## src/sv/rss_pkg.sv

```systemverilog
// Shared types and constants of the running sample statistics block.
// Used by the serial arithmetic unit, the top level and the port checker.
// No dependencies.
package rss_pkg;

    localparam int SAMPLE_WIDTH = 16;
    localparam int COUNT_WIDTH  = 16;
    localparam int KIND_WIDTH   = 2;
    localparam int SUM_WIDTH    = 32;
    localparam int SQ_WIDTH     = 48;
    localparam int PROD_WIDTH   = 64;
    localparam int DEN_WIDTH    = 2 * COUNT_WIDTH;
    localparam int VAR_WIDTH    = 31;
    localparam int SD_WIDTH     = 16;
    localparam int STEP_WIDTH   = 7;

    localparam int OUT_BITS  = COUNT_WIDTH + SAMPLE_WIDTH + VAR_WIDTH + SD_WIDTH
                               + 2 * SAMPLE_WIDTH + 1;
    localparam int OUT_WIDTH = ((OUT_BITS + 7) / 8) * 8;

    localparam logic [STEP_WIDTH-1:0] STEPS_SQUARE = STEP_WIDTH'(SAMPLE_WIDTH + 1);
    localparam logic [STEP_WIDTH-1:0] STEPS_COUNT  = STEP_WIDTH'(COUNT_WIDTH);
    localparam logic [STEP_WIDTH-1:0] STEPS_SUM    = STEP_WIDTH'(SUM_WIDTH);
    localparam logic [STEP_WIDTH-1:0] STEPS_DIV    = STEP_WIDTH'(PROD_WIDTH);
    localparam logic [STEP_WIDTH-1:0] STEPS_ROOT   = STEP_WIDTH'(SD_WIDTH);

    localparam logic signed [SAMPLE_WIDTH-1:0] MIN_INIT = {1'b0, {(SAMPLE_WIDTH-1){1'b1}}};
    localparam logic signed [SAMPLE_WIDTH-1:0] MAX_INIT = {1'b1, {(SAMPLE_WIDTH-1){1'b0}}};

    typedef enum logic [KIND_WIDTH-1:0] {
        KIND_CLEAR  = 2'd0,
        KIND_SAMPLE = 2'd1,
        KIND_REPORT = 2'd2
    } rss_kind_t;

    typedef enum logic [1:0] {
        OP_MUL,
        OP_DIV,
        OP_SQRT
    } rss_op_t;

    typedef struct packed {
        logic                  start;
        rss_op_t               op;
        logic [STEP_WIDTH-1:0] steps;
    } rss_cmd_t;

    typedef enum logic [3:0] {
        ST_IDLE,
        ST_SQUARE,
        ST_MEAN,
        ST_DEN,
        ST_PROD_A,
        ST_PROD_B,
        ST_VAR,
        ST_ROOT,
        ST_OUT
    } rss_state_t;

endpackage

```

## src/sv/rss_serial.sv

```systemverilog
// Bit-serial arithmetic unit: shift-add multiply, restoring divide and
// digit-by-digit square root, one bit (two radicand bits) per cycle.
// Depends on rss_pkg.
module rss_serial (
    input  logic                           clk,
    input  logic                           rst_n,
    input  rss_pkg::rss_cmd_t              cmd,
    input  logic [rss_pkg::PROD_WIDTH-1:0] opa,    // multiplicand / divisor / zero
    input  logic [rss_pkg::PROD_WIDTH-1:0] opb,    // multiplier / dividend / radicand
    output logic                           busy,
    output logic [rss_pkg::PROD_WIDTH-1:0] result
);
    import rss_pkg::*;

    localparam int PW = PROD_WIDTH;

    logic [PW-1:0]         acc_reg, acc_next;
    logic [PW-1:0]         shf_reg, shf_next;
    logic [PW-1:0]         opd_reg, opd_next;
    rss_op_t               op_reg, op_next;
    logic [STEP_WIDTH-1:0] cnt_reg, cnt_next;
    logic                  busy_reg, busy_next;

    logic [PW-1:0] lhs;
    logic [PW-1:0] rhs;
    logic          sub;
    logic [PW:0]   sum_full;
    logic          ge;

    // one shared adder; in subtract mode the carry out is lhs >= rhs
    always_comb
    begin
        case (op_reg)
            OP_MUL:
            begin
                lhs = acc_reg;
                rhs = opd_reg;
                sub = 1'b0;
            end
            OP_DIV:
            begin
                lhs = {acc_reg[PW-2:0], shf_reg[PW-1]};
                rhs = opd_reg;
                sub = 1'b1;
            end
            OP_SQRT:
            begin
                lhs = {acc_reg[PW-3:0], shf_reg[PW-1:PW-2]};
                rhs = {opd_reg[PW-3:0], 2'b01};
                sub = 1'b1;
            end
            default:
            begin
                lhs = acc_reg;
                rhs = '0;
                sub = 1'b0;
            end
        endcase
        sum_full = {1'b0, lhs} + {1'b0, (sub ? ~rhs : rhs)} + {{PW{1'b0}}, sub};
        ge       = sum_full[PW];
    end

    always_comb
    begin
        acc_next  = acc_reg;
        shf_next  = shf_reg;
        opd_next  = opd_reg;
        op_next   = op_reg;
        cnt_next  = cnt_reg;
        busy_next = busy_reg;
        if (cmd.start)
        begin
            acc_next  = '0;
            shf_next  = opb;
            opd_next  = opa;
            op_next   = cmd.op;
            cnt_next  = cmd.steps;
            busy_next = 1'b1;
        end
        else if (busy_reg)
        begin
            cnt_next  = cnt_reg - STEP_WIDTH'(1);
            busy_next = (cnt_reg != STEP_WIDTH'(1));
            case (op_reg)
                OP_MUL:
                begin
                    if (shf_reg[0])
                    begin
                        acc_next = sum_full[PW-1:0];
                    end
                    opd_next = {opd_reg[PW-2:0], 1'b0};
                    shf_next = {1'b0, shf_reg[PW-1:1]};
                end
                OP_DIV:
                begin
                    acc_next = ge ? sum_full[PW-1:0] : lhs;
                    shf_next = {shf_reg[PW-2:0], ge};
                end
                OP_SQRT:
                begin
                    acc_next = ge ? sum_full[PW-1:0] : lhs;
                    opd_next = {opd_reg[PW-2:0], ge};
                    shf_next = {shf_reg[PW-3:0], 2'b00};
                end
                default:
                begin
                    busy_next = 1'b0;
                end
            endcase
        end
    end

    always_ff @(posedge clk or negedge rst_n)
    begin
        if (!rst_n)
        begin
            busy_reg <= 1'b0;
            cnt_reg  <= '0;
            op_reg   <= OP_MUL;
        end
        else
        begin
            busy_reg <= busy_next;
            cnt_reg  <= cnt_next;
            op_reg   <= op_next;
        end
    end

    always_ff @(posedge clk)
    begin
        acc_reg <= acc_next;
        shf_reg <= shf_next;
        opd_reg <= opd_next;
    end

    always_comb
    begin
        case (op_reg)
            OP_MUL:  result = acc_reg;
            OP_DIV:  result = shf_reg;
            OP_SQRT: result = opd_reg;
            default: result = acc_reg;
        endcase
    end

    assign busy = busy_reg;

endmodule

```

## src/sv/running_sample_statistics_top.sv

```systemverilog
// Running sample statistics: accumulators, request sequencer and output register.
// Depends on rss_pkg and rss_serial.
//
// Use: each request on the s_ channel carries a kind in s_tuser and a signed
// Q8.8 sample in s_tdata. A clear empties the accumulators; a sample is added
// to count, sum, sum of squares, minimum and maximum, or dropped with overflow set
// if the count is full; a report gives one m_ result. Kind 3 is taken and ignored.
// Sequencing: a clear or ignored request is taken at once. A sample runs the
// 17-step serial square of its magnitude. A report with count zero goes straight
// to the output; with one sample it runs only the mean divide; with two or more
// the mean divide (64 steps), two 16-step and one 32-step multiply, variance
// divide (64 steps) and 16-step square root (both skipped for zero spread), all
// on one shared adder. No request is taken while a sample or report runs.
// Reset: accumulators return to empty (min 32767, max -32768), no result is
// pending, the block is ready at once.
// Stall: a finished result waits in the output register; the block goes on
// taking clear and sample requests meanwhile, and a following report waits
// in its last step until the output register is free.
module running_sample_statistics_top (
    input  logic                             clk,
    input  logic                             rst_n,
    input  logic                             s_tvalid,
    output logic                             s_tready,
    input  logic [rss_pkg::SAMPLE_WIDTH-1:0] s_tdata,   // [15:0] sample
    input  logic [rss_pkg::KIND_WIDTH-1:0]   s_tuser,   // [1:0] kind
    output logic                             m_tvalid,
    input  logic                             m_tready,
    // [15:0] sample_count, [31:16] mean_value, [62:32] variance_value,
    // [78:63] std_deviation, [94:79] minimum, [110:95] maximum, [111] overflowed
    output logic [rss_pkg::OUT_WIDTH-1:0]    m_tdata
);
    import rss_pkg::*;

    rss_state_t state_reg, state_next;

    logic        [COUNT_WIDTH-1:0]  count_reg;
    logic signed [SUM_WIDTH-1:0]    sum_reg;
    logic        [SQ_WIDTH-1:0]     sumsq_reg;
    logic signed [SAMPLE_WIDTH-1:0] min_reg;
    logic signed [SAMPLE_WIDTH-1:0] max_reg;
    logic                           ovf_reg;

    logic [SAMPLE_WIDTH-1:0] mean_reg;
    logic [DEN_WIDTH-1:0]    den_reg;
    logic [PROD_WIDTH-1:0]   a_reg;
    logic [VAR_WIDTH-1:0]    var_reg;
    logic [SD_WIDTH-1:0]     sd_reg;
    logic                    out_valid_reg;
    logic [OUT_WIDTH-1:0]    out_data_reg;

    rss_cmd_t              cmd;
    logic [PROD_WIDTH-1:0] opa;
    logic [PROD_WIDTH-1:0] opb;
    logic                  busy;
    logic [PROD_WIDTH-1:0] result;

    logic                           accept;
    logic signed [SAMPLE_WIDTH-1:0] in_sample;
    logic [SAMPLE_WIDTH:0]          sample_ext;
    logic [SAMPLE_WIDTH:0]          sample_mag;
    logic [SUM_WIDTH-1:0]           sum_mag;
    logic                           count_full;
    logic                           count_small;
    logic                           out_free;
    logic [SAMPLE_WIDTH-1:0]        mean_q;
    logic [SAMPLE_WIDTH-1:0]        mean_val;
    logic [VAR_WIDTH-1:0]           var_sat;
    logic                           a_gt_b;

    rss_serial u_serial (
        .clk    (clk),
        .rst_n  (rst_n),
        .cmd    (cmd),
        .opa    (opa),
        .opb    (opb),
        .busy   (busy),
        .result (result)
    );

    assign accept      = s_tvalid && s_tready;
    assign in_sample   = signed'(s_tdata);
    assign sample_ext  = {s_tdata[SAMPLE_WIDTH-1], s_tdata};
    assign sample_mag  = sample_ext[SAMPLE_WIDTH] ? (~sample_ext + 1'b1) : sample_ext;
    assign sum_mag     = sum_reg[SUM_WIDTH-1] ? (~sum_reg + 1'b1) : sum_reg;
    assign count_full  = &count_reg;
    assign count_small = (count_reg[COUNT_WIDTH-1:1] == '0);
    assign out_free    = !out_valid_reg || m_tready;
    assign mean_q      = result[SAMPLE_WIDTH-1:0];
    assign mean_val    = sum_reg[SUM_WIDTH-1] ? (~mean_q + 1'b1) : mean_q;
    assign var_sat     = (|result[PROD_WIDTH-1:VAR_WIDTH]) ? {VAR_WIDTH{1'b1}}
                                                           : result[VAR_WIDTH-1:0];
    assign a_gt_b      = (a_reg > result);

    always_comb
    begin
        state_next = state_reg;
        case (state_reg)
            ST_IDLE:
            begin
                if (s_tvalid)
                begin
                    if (s_tuser == KIND_SAMPLE && !count_full)
                    begin
                        state_next = ST_SQUARE;
                    end
                    else if (s_tuser == KIND_REPORT)
                    begin
                        state_next = (count_reg == '0) ? ST_OUT : ST_MEAN;
                    end
                end
            end
            ST_SQUARE: if (!busy) state_next = ST_IDLE;
            ST_MEAN:   if (!busy) state_next = count_small ? ST_OUT : ST_DEN;
            ST_DEN:    if (!busy) state_next = ST_PROD_A;
            ST_PROD_A: if (!busy) state_next = ST_PROD_B;
            ST_PROD_B: if (!busy) state_next = a_gt_b ? ST_VAR : ST_OUT;
            ST_VAR:    if (!busy) state_next = ST_ROOT;
            ST_ROOT:   if (!busy) state_next = ST_OUT;
            ST_OUT:    if (out_free) state_next = ST_IDLE;
            default:   state_next = ST_IDLE;
        endcase
    end

    // issue the next serial operation as the previous one finishes
    always_comb
    begin
        s_tready  = 1'b0;
        cmd.start = 1'b0;
        cmd.op    = OP_MUL;
        cmd.steps = '0;
        opa       = '0;
        opb       = '0;
        case (state_reg)
            ST_IDLE:
            begin
                s_tready = 1'b1;
                if (s_tvalid && s_tuser == KIND_SAMPLE && !count_full)
                begin
                    cmd.start = 1'b1;
                    cmd.op    = OP_MUL;
                    cmd.steps = STEPS_SQUARE;
                    opa       = PROD_WIDTH'(sample_mag);
                    opb       = PROD_WIDTH'(sample_mag);
                end
                else if (s_tvalid && s_tuser == KIND_REPORT && count_reg != '0)
                begin
                    cmd.start = 1'b1;
                    cmd.op    = OP_DIV;
                    cmd.steps = STEPS_DIV;
                    opa       = PROD_WIDTH'(count_reg);
                    opb       = PROD_WIDTH'(sum_mag);
                end
            end
            ST_MEAN:
            begin
                if (!busy && !count_small)
                begin
                    cmd.start = 1'b1;
                    cmd.op    = OP_MUL;
                    cmd.steps = STEPS_COUNT;
                    opa       = PROD_WIDTH'(count_reg);
                    opb       = PROD_WIDTH'(count_reg - 1'b1);
                end
            end
            ST_DEN:
            begin
                if (!busy)
                begin
                    cmd.start = 1'b1;
                    cmd.op    = OP_MUL;
                    cmd.steps = STEPS_COUNT;
                    opa       = PROD_WIDTH'(sumsq_reg);
                    opb       = PROD_WIDTH'(count_reg);
                end
            end
            ST_PROD_A:
            begin
                if (!busy)
                begin
                    cmd.start = 1'b1;
                    cmd.op    = OP_MUL;
                    cmd.steps = STEPS_SUM;
                    opa       = PROD_WIDTH'(sum_mag);
                    opb       = PROD_WIDTH'(sum_mag);
                end
            end
            ST_PROD_B:
            begin
                if (!busy && a_gt_b)
                begin
                    cmd.start = 1'b1;
                    cmd.op    = OP_DIV;
                    cmd.steps = STEPS_DIV;
                    opa       = PROD_WIDTH'(den_reg);
                    opb       = a_reg - result;
                end
            end
            ST_VAR:
            begin
                if (!busy)
                begin
                    cmd.start = 1'b1;
                    cmd.op    = OP_SQRT;
                    cmd.steps = STEPS_ROOT;
                    opb       = {1'b0, var_sat, {(PROD_WIDTH-VAR_WIDTH-1){1'b0}}};
                end
            end
            default:
            begin
                s_tready = 1'b0;
            end
        endcase
    end

    always_ff @(posedge clk or negedge rst_n)
    begin
        if (!rst_n)
        begin
            state_reg <= ST_IDLE;
        end
        else
        begin
            state_reg <= state_next;
        end
    end

    always_ff @(posedge clk or negedge rst_n)
    begin
        if (!rst_n)
        begin
            count_reg <= '0;
            sum_reg   <= '0;
            sumsq_reg <= '0;
            min_reg   <= MIN_INIT;
            max_reg   <= MAX_INIT;
            ovf_reg   <= 1'b0;
        end
        else
        begin
            if (accept)
            begin
                case (s_tuser)
                    KIND_CLEAR:
                    begin
                        count_reg <= '0;
                        sum_reg   <= '0;
                        sumsq_reg <= '0;
                        min_reg   <= MIN_INIT;
                        max_reg   <= MAX_INIT;
                        ovf_reg   <= 1'b0;
                    end
                    KIND_SAMPLE:
                    begin
                        if (count_full)
                        begin
                            ovf_reg <= 1'b1;    // drop the sample
                        end
                        else
                        begin
                            count_reg <= count_reg + 1'b1;
                            sum_reg   <= sum_reg + {{(SUM_WIDTH-SAMPLE_WIDTH)
                                                     {s_tdata[SAMPLE_WIDTH-1]}}, s_tdata};
                            if (in_sample < min_reg)
                            begin
                                min_reg <= in_sample;
                            end
                            if (in_sample > max_reg)
                            begin
                                max_reg <= in_sample;
                            end
                        end
                    end
                    default:
                    begin
                    end
                endcase
            end
            if (state_reg == ST_SQUARE && !busy)
            begin
                sumsq_reg <= sumsq_reg + result[SQ_WIDTH-1:0];
            end
        end
    end

    always_ff @(posedge clk)
    begin
        if (state_reg == ST_IDLE && accept && s_tuser == KIND_REPORT)
        begin
            mean_reg <= '0;
            var_reg  <= '0;
            sd_reg   <= '0;
        end
        if (state_reg == ST_MEAN && !busy)
        begin
            mean_reg <= mean_val;
        end
        if (state_reg == ST_DEN && !busy)
        begin
            den_reg <= result[DEN_WIDTH-1:0];
        end
        if (state_reg == ST_PROD_A && !busy)
        begin
            a_reg <= result;
        end
        if (state_reg == ST_VAR && !busy)
        begin
            var_reg <= var_sat;
        end
        if (state_reg == ST_ROOT && !busy)
        begin
            sd_reg <= result[SD_WIDTH-1:0];
        end
    end

    always_ff @(posedge clk or negedge rst_n)
    begin
        if (!rst_n)
        begin
            out_valid_reg <= 1'b0;
        end
        else if (state_reg == ST_OUT && out_free)
        begin
            out_valid_reg <= 1'b1;
        end
        else if (m_tready)
        begin
            out_valid_reg <= 1'b0;
        end
    end

    always_ff @(posedge clk)
    begin
        if (state_reg == ST_OUT && out_free)
        begin
            out_data_reg <= OUT_WIDTH'({ovf_reg, max_reg, min_reg, sd_reg, var_reg,
                                        mean_reg, count_reg});
        end
    end

    assign m_tvalid = out_valid_reg;
    assign m_tdata  = out_data_reg;

endmodule

```

## config.mk

```make
export PLATFORM = sky130hd
export DESIGN_NAME = running_sample_statistics_top
export DESIGN_NICKNAME = d
export VERILOG_FILES = /design/src/sv/rss_pkg.sv /design/src/sv/rss_serial.sv /design/src/sv/running_sample_statistics_top.sv
export SDC_FILE = /design/constraint.sdc
export NUM_CORES = 2
export LEC_CHECK = 0
export BUFFER_PORTS_ARGS = -buffer_cell sky130_fd_sc_hd__buf_2
export CORE_MARGIN = 2
export CORE_UTILIZATION = 49
export CTS_CLUSTER_SIZE = 8
export DETAILED_ROUTE_END_ITERATION = 6
export PLACE_DENSITY = 0.62
export SYNTH_ARGS = -nofsm -noshare
export SYNTH_HDL_FRONTEND = slang
export SYNTH_SLANG_ARGS = --single-unit
export TNS_END_PERCENT = 1
```

## constraint.sdc

```tcl
create_clock -name clk -period 18.92 [get_ports clk]
set_input_delay 3.784 -clock clk [delete_from_list [all_inputs] [get_ports clk]]
set_output_delay 3.784 -clock clk [all_outputs]
set_load 0.01 [all_outputs]
```

==> Word level (Yosys, flattened, before mapping) <==
Cells that the tools add are included.
{ "word_totals": {"mem_bits_ro": 0, "latch_bits": 0, "ff_bits": 607, "n_memories": 0, "in_bits": 22, "mem_bits_rw": 0} }
{ "classes": {"bitwise_logic": 4, "order_cmp": 3, "n_reduce_logical": 53, "div": 0, "mux": 83, "n_eq_ne": 28, "mul": 0, "n_addsub": 11, "shifts": 0} }
{ "op_table": {"columns": ["cell", "n"], "rows": [
  ["$pmux 64 s2", 5],
  ["$mux 64", 9],
  ["$pmux 64 s6", 1],
  ["$pmux 48 s5", 1],
  ["$mux 16", 12],
  ["$mux 32", 6],
  ["$mux 48", 4],
  ["$pmux 64 s3", 1],
  ["$pmux 16 s2", 3],
  ["$mux 31", 3],
  ["$mux 10", 7],
  ["$add 64x64->65", 1],
  ["$add 65x1->65", 1],
  ["$gt 64x64->1", 1],
  ["$not 64->64", 1],
  ["$pmux 32 s2", 1],
  ["$sub 64x64->64", 1],
  ["$mux 63", 1],
  ["$pmux 10 s6", 1],
  ["$mux 4", 14],
  ["$add 48x48->48", 1],
  ["$pmux 4 s9", 1],
  ["$mux 17", 2],
  ["$reduce_or 33->1", 1],
  ["other kinds (42)", 103]
]} }

==> Depth between registers and ports, before layout <==
{ "logic_depth": {"depth_word": 10, "mapped_depth": 29, "mapped_depth_nobuf": 18} }

==> Modules after synthesis <==
From an unflattened synthesis, not the netlist that was laid out.
{ "unflattened": {"hier_cells": 4775, "hier_area_um2": 42931.2} }
{ "modules_own_cells": {"columns": ["mod", "area_per_inst_um2", "cells_each", "n_inst"], "rows": [
  ["running_sample_statistics_top", 26329.0, 2776, 1],
  ["rss_serial", 16602.2, 1999, 1]
]} }

==> Least setup slack after synthesis <==
Ideal clock, no wire load.
{ "synth_timing": {"path_type": "in2reg", "startpoint": "input s_tuser[0] (netlist name)", "endpoint": "register u_serial.opd_reg[0], enable pin", "arrival_ns": 6.863, "n_path_buf": 4, "t_required_ns": 18.496, "setup_slack_ns": 11.634, "stages": 11, "cell_sequence": "clkbuf_1 nand2b_1 nor2_1 nand3_1 and4_1 and2_1 buf_2 o21a_1 buf_2 buf_1 nand2_1"} }
{ "synth_between": {"elab_chain_len": 8, "word_cells_on_any_way": 12, "classes_between": "2 x eq/ne; 3 x mux; 7 x reduce/logical"} }
{ "synth_rtl": {"columns": ["element", "line_no", "rtl"], "rows": [
  ["start: declaration", "running_sample_statistics_top.sv:25", "input logic [rss_pkg::KIND_WIDTH-1:0] s_tuser,"],
  ["$eq 2x2->1", "running_sample_statistics_top.sv:145", "else if (s_tvalid && s_tuser == KIND_REPORT && count_reg != '0)"],
  ["$logic_and 1x1->1 (2 in a row)", "running_sample_statistics_top.sv:145", null],
  ["$mux 10", "running_sample_statistics_top.sv:145", null],
  ["$mux 10 *", "running_sample_statistics_top.sv:137", "if (s_tvalid && s_tuser == KIND_SAMPLE && !count_full)"],
  ["$pmux 10 s6 *", "running_sample_statistics_top.sv:133", "case (state_reg)"],
  ["$reduce_bool 3->1 (no line) / $reduce_bool 2->1 (equally long branches)", null, null],
  ["$reduce_and 2->1 (no line) *", null, null],
  ["end signal: assignment", "rss_serial.sv:133", "opd_reg <= opd_next;"],
  ["end: declaration", "rss_serial.sv:19", "logic [PW-1:0] opd_reg, opd_next;"]
]} }
Mark *: on every way between the ends. The rest lies on a longest branch, timed or not.
A chain may end at the register's enable or synchronous reset.

==> Worst setup path in the final report <==
{ "layout_timing": {"startpoint": "register u_serial.op_reg[1]", "endpoint": "register u_serial.opd_reg[43], enable pin"} }
{ "layout_between": {"elab_chain_len": 8, "word_cells_on_any_way": 11, "classes_between": "1 x order compare; 2 x eq/ne; 3 x mux; 5 x reduce/logical"} }
{ "layout_rtl": {"columns": ["element", "line_no", "rtl"], "rows": [
  ["start: declaration", "rss_serial.sv:20", "rss_op_t op_reg, op_next;"],
  ["start signal: assignment", "rss_serial.sv:125", "op_reg <= op_next;"],
  ["$eq 2x2->1 / $eq 2x1->1 (equally long branches)", "rss_serial.sv:138", "case (op_reg)"],
  ["$pmux 64 s2 *", "rss_serial.sv:138", null],
  ["via result[11]", "running_sample_statistics_top.sv:55", "logic [PROD_WIDTH-1:0] result;"],
  ["$gt 64x64->1 *", "running_sample_statistics_top.sv:92", "assign a_gt_b = (a_reg > result);"],
  ["$logic_and 1x1->1 *", "running_sample_statistics_top.sv:189", "if (!busy && a_gt_b)"],
  ["$mux 10 *", "running_sample_statistics_top.sv:189", null],
  ["$pmux 10 s6 *", "running_sample_statistics_top.sv:133", null],
  ["$reduce_bool 3->1 (no line) / $reduce_bool 2->1 (equally long branches)", null, null],
  ["$reduce_and 2->1 (no line) *", null, null]
]} }
Mark *: on every way through the listed nets, which the timed path passes. The rest lies on a longest branch.

==> results.yml <==
final_layout:
  post-route-cell-area_um2: 46420
  regArea_um2: 16890
  multi_input_area_um2: 23750
  fin_nets: 5079
  syn2layout_area_growth_pct: 9.705
  fill_cells: 8023
  final_common_cell: "nand2_1"
  largest_register_ffs: 112
  n_antenna_cell: 0
  final_cell_mix: "nand2_1, a21oi_1, edfxtp_1"
  drive_gt1_share_pct: 8.048
worst_setup_path:
  worstRegToRegCells: 19
  path_max_fanout: 69
  criticalPathCategory: "reg -> reg"
  start_kind: "flip-flop"
  crit_required_ns: 19.24
  cp.arrival_ns: 9.02
  endpoint_kind: "flip-flop"
clocking:
  htree_levels: 3
  numCtsBuffers: 87
  clkTransAtPathRegs_ns: 0.05
  postCtsSetupRepairBufs: 0
  clock_latency_ns: 0.69
  cts_hold_buf: 0
  cts_num_sinks: 607
  cts-resized-gates: 0
  cts_tree: "done"
  clk_path_buf_depth: 3
  cts-root-buf: "clkbuf_16"
global_routing:
  grt_max_degree: 183
  antenna_found_initial: 5
  grt-ovfl-total: 0
  grt_pass1_wl_um: 226300
  gr-usage-all-layers_pct: 33.02
  grt_pass1_vias: 35556
sta:
  clock_skew_ns: 0.05207
  fin_ws_ns: 10.22
  worstMarginPinSlew_ns: 1.291
  fin_tns_setup_ns: 0
  relSlewSlack_pct: 13.30
  slew_viol_final: 0
  hold_viol: 0
  rsz0062_at_grt: "false"
  setup_viol: 0
  fin_crit_sh_pct: 45.97
  period_minus_slack_ns: 8.697
  fmax_ghz: 0.1150
synthesis:
  syn_area_um2: 42310
  synth_area_leaders: "edfxtp_1, dfrtp_1, ha_1"
  netlist_instances: 4837
  synth_edf_count: 399
  synthArstFlopShare_pct: 23.72
  ys_seq_area_share_pct: 39.91
  syn-num-nets: 5106
  synth_top_area_share_pct: 28.32
  yosys.area.top_type: "edfxtp_1"
  synth_cell_type_count: 86
  synth_flop_cell: "edfxtp_1"
  syn_area_per_cell_um2: 8.747
  synth_warnings: 0
  ys_ff_latch: 607
placement:
  dp_slack_ns: 10.51
  dpl-instance-area_um2: 43770
  gp_congestion: 1.020
  port-buffer-count: 135
  hpwl_um: 111400
drt:
  drt_wl_total_um: 150000
  via_per_inst: 6.428
  drt-initial-drc-count: 4953
  drc_errors: 0
  wl_per_cell_um: 24.90
  antenna_left: 0
  vias: 38741
  firstDrtPassIters: 6
floorplanning:
  start_util_pct: 49.54
  core_um2: 85410
  io_pins: 136
  die-area_um2: 88710
  rows: 107
  dieWidth_um: 297.9
  die_h_um: 297.9
run:
  maxCapViolCount: 0
worst_hold_path:
  hold_class: "reg -> reg"
  holdPathStages: 0
run_status:
  status: "finished clean"
-- Yosys cell counts (all sizes together), types with 21 or more instances --
master	n
a211oi	33
nand3	151
o211ai	50
or3	23
nand2	707
dfxtp	64
o21bai	44
o21a	40
nor3	70
a31oi	90
xor2	174
a31o	36
nor2	325
ha	244
o21ai	329
xnor2	145
clkbuf	224
and2	35
edfxtp	399
nor2b	48
nand4	80
a221o	30
a22oi	59
nand2b	31
mux2i	34
inv	155
o31ai	31
nor4	21
o221ai	40
buf	83
a21o	136
dfrtp	128
a21oi	473
and3	27
-- metal layers --
metal	GRT usage (%)	up-vias	share of wire, %	wire length (µm)
met1	51.93	18749	46	69730
met2	44.64	1951	39	59100
met3	7.613	218	12	17480
met4	8.746	0	2.5	3729
met5	0	-	0	0
li1	-	17823	-	-
-- logic make-up after synthesis --
kind of cell | count (synthesis) | share of synthesized area, %
xor+xnor | 319 | 6.603
buf+inv | 464 | 4.217
flops | 607 | 39.91
compound gates | 1569 | 23.83
simple gates | 1588 | 17.05
mux | 41 | 0.9907
fa+ha+maj | 249 | 7.405
-- stage by stage --
stage | std cells | util (%) | hold slack (ns)
global placement | 5865 | 51.25 | 0.4002
floorplan | 4837 | - | 0.4003
detailed placement | 5865 | 51.25 | 0.4045
CTS | 6027 | 54.34 | 0.4142
finish | 6027 | 54.34 | 0.4146
global route | 6027 | 54.34 | 0.4155
-- final cells by class --
type,count,area share [%]
multi-input combinational,3766,51.17
sequential,607,36.38
clock buffer,154,5.386
tap,1144,3.084
timing repair buffer,191,2.402
inverter,157,1.272
clock inverter,8,0.3073
-- critical path, stage by stage (launching register included) --
cell and delay, ns:
dfrtp_1 0.45, inv_2 0.11, buf_4 0.57, ha_4 0.38, buf_4 0.67, nand2_1 0.32, a31oi_1 0.86, inv_1 0.32
ha_1 0.35, a211o_1 0.28, a21oi_1 0.11, inv_1 0.05, o31ai_1 0.34, buf_4 0.24, o21a_1 0.31, nor3_1 0.09
nor3_1 0.98, o21a_4 0.62, nand2_2 0.62, buf_4 0.52
-- worst paths after layout --
check                                                     from                              end  slack [ns]
worst max register to register  u_serial.op_reg[1]$_DFFE_PN0P_   u_serial.opd_reg[43]$_DFFE_PP_       10.22
worst min-delay path                mean_reg[14]$_SDFFCE_PN0P_            m_tdata[30]$_DFFE_PP_        0.41
worst max-delay path            u_serial.op_reg[1]$_DFFE_PN0P_   u_serial.opd_reg[43]$_DFFE_PP_       10.22
min in group asynchronous                                rst_n           max_reg[9]$_DFFE_PN0P_        3.18
max in group asynchronous                                rst_n  u_serial.cnt_reg[4]$_DFFE_PN0P_       14.32
worst min register to register      mean_reg[14]$_SDFFCE_PN0P_            m_tdata[30]$_DFFE_PP_        0.41
Power is not shown: default switching activity piles up to over one toggle a cycle in this logic, so the estimate is an artifact.
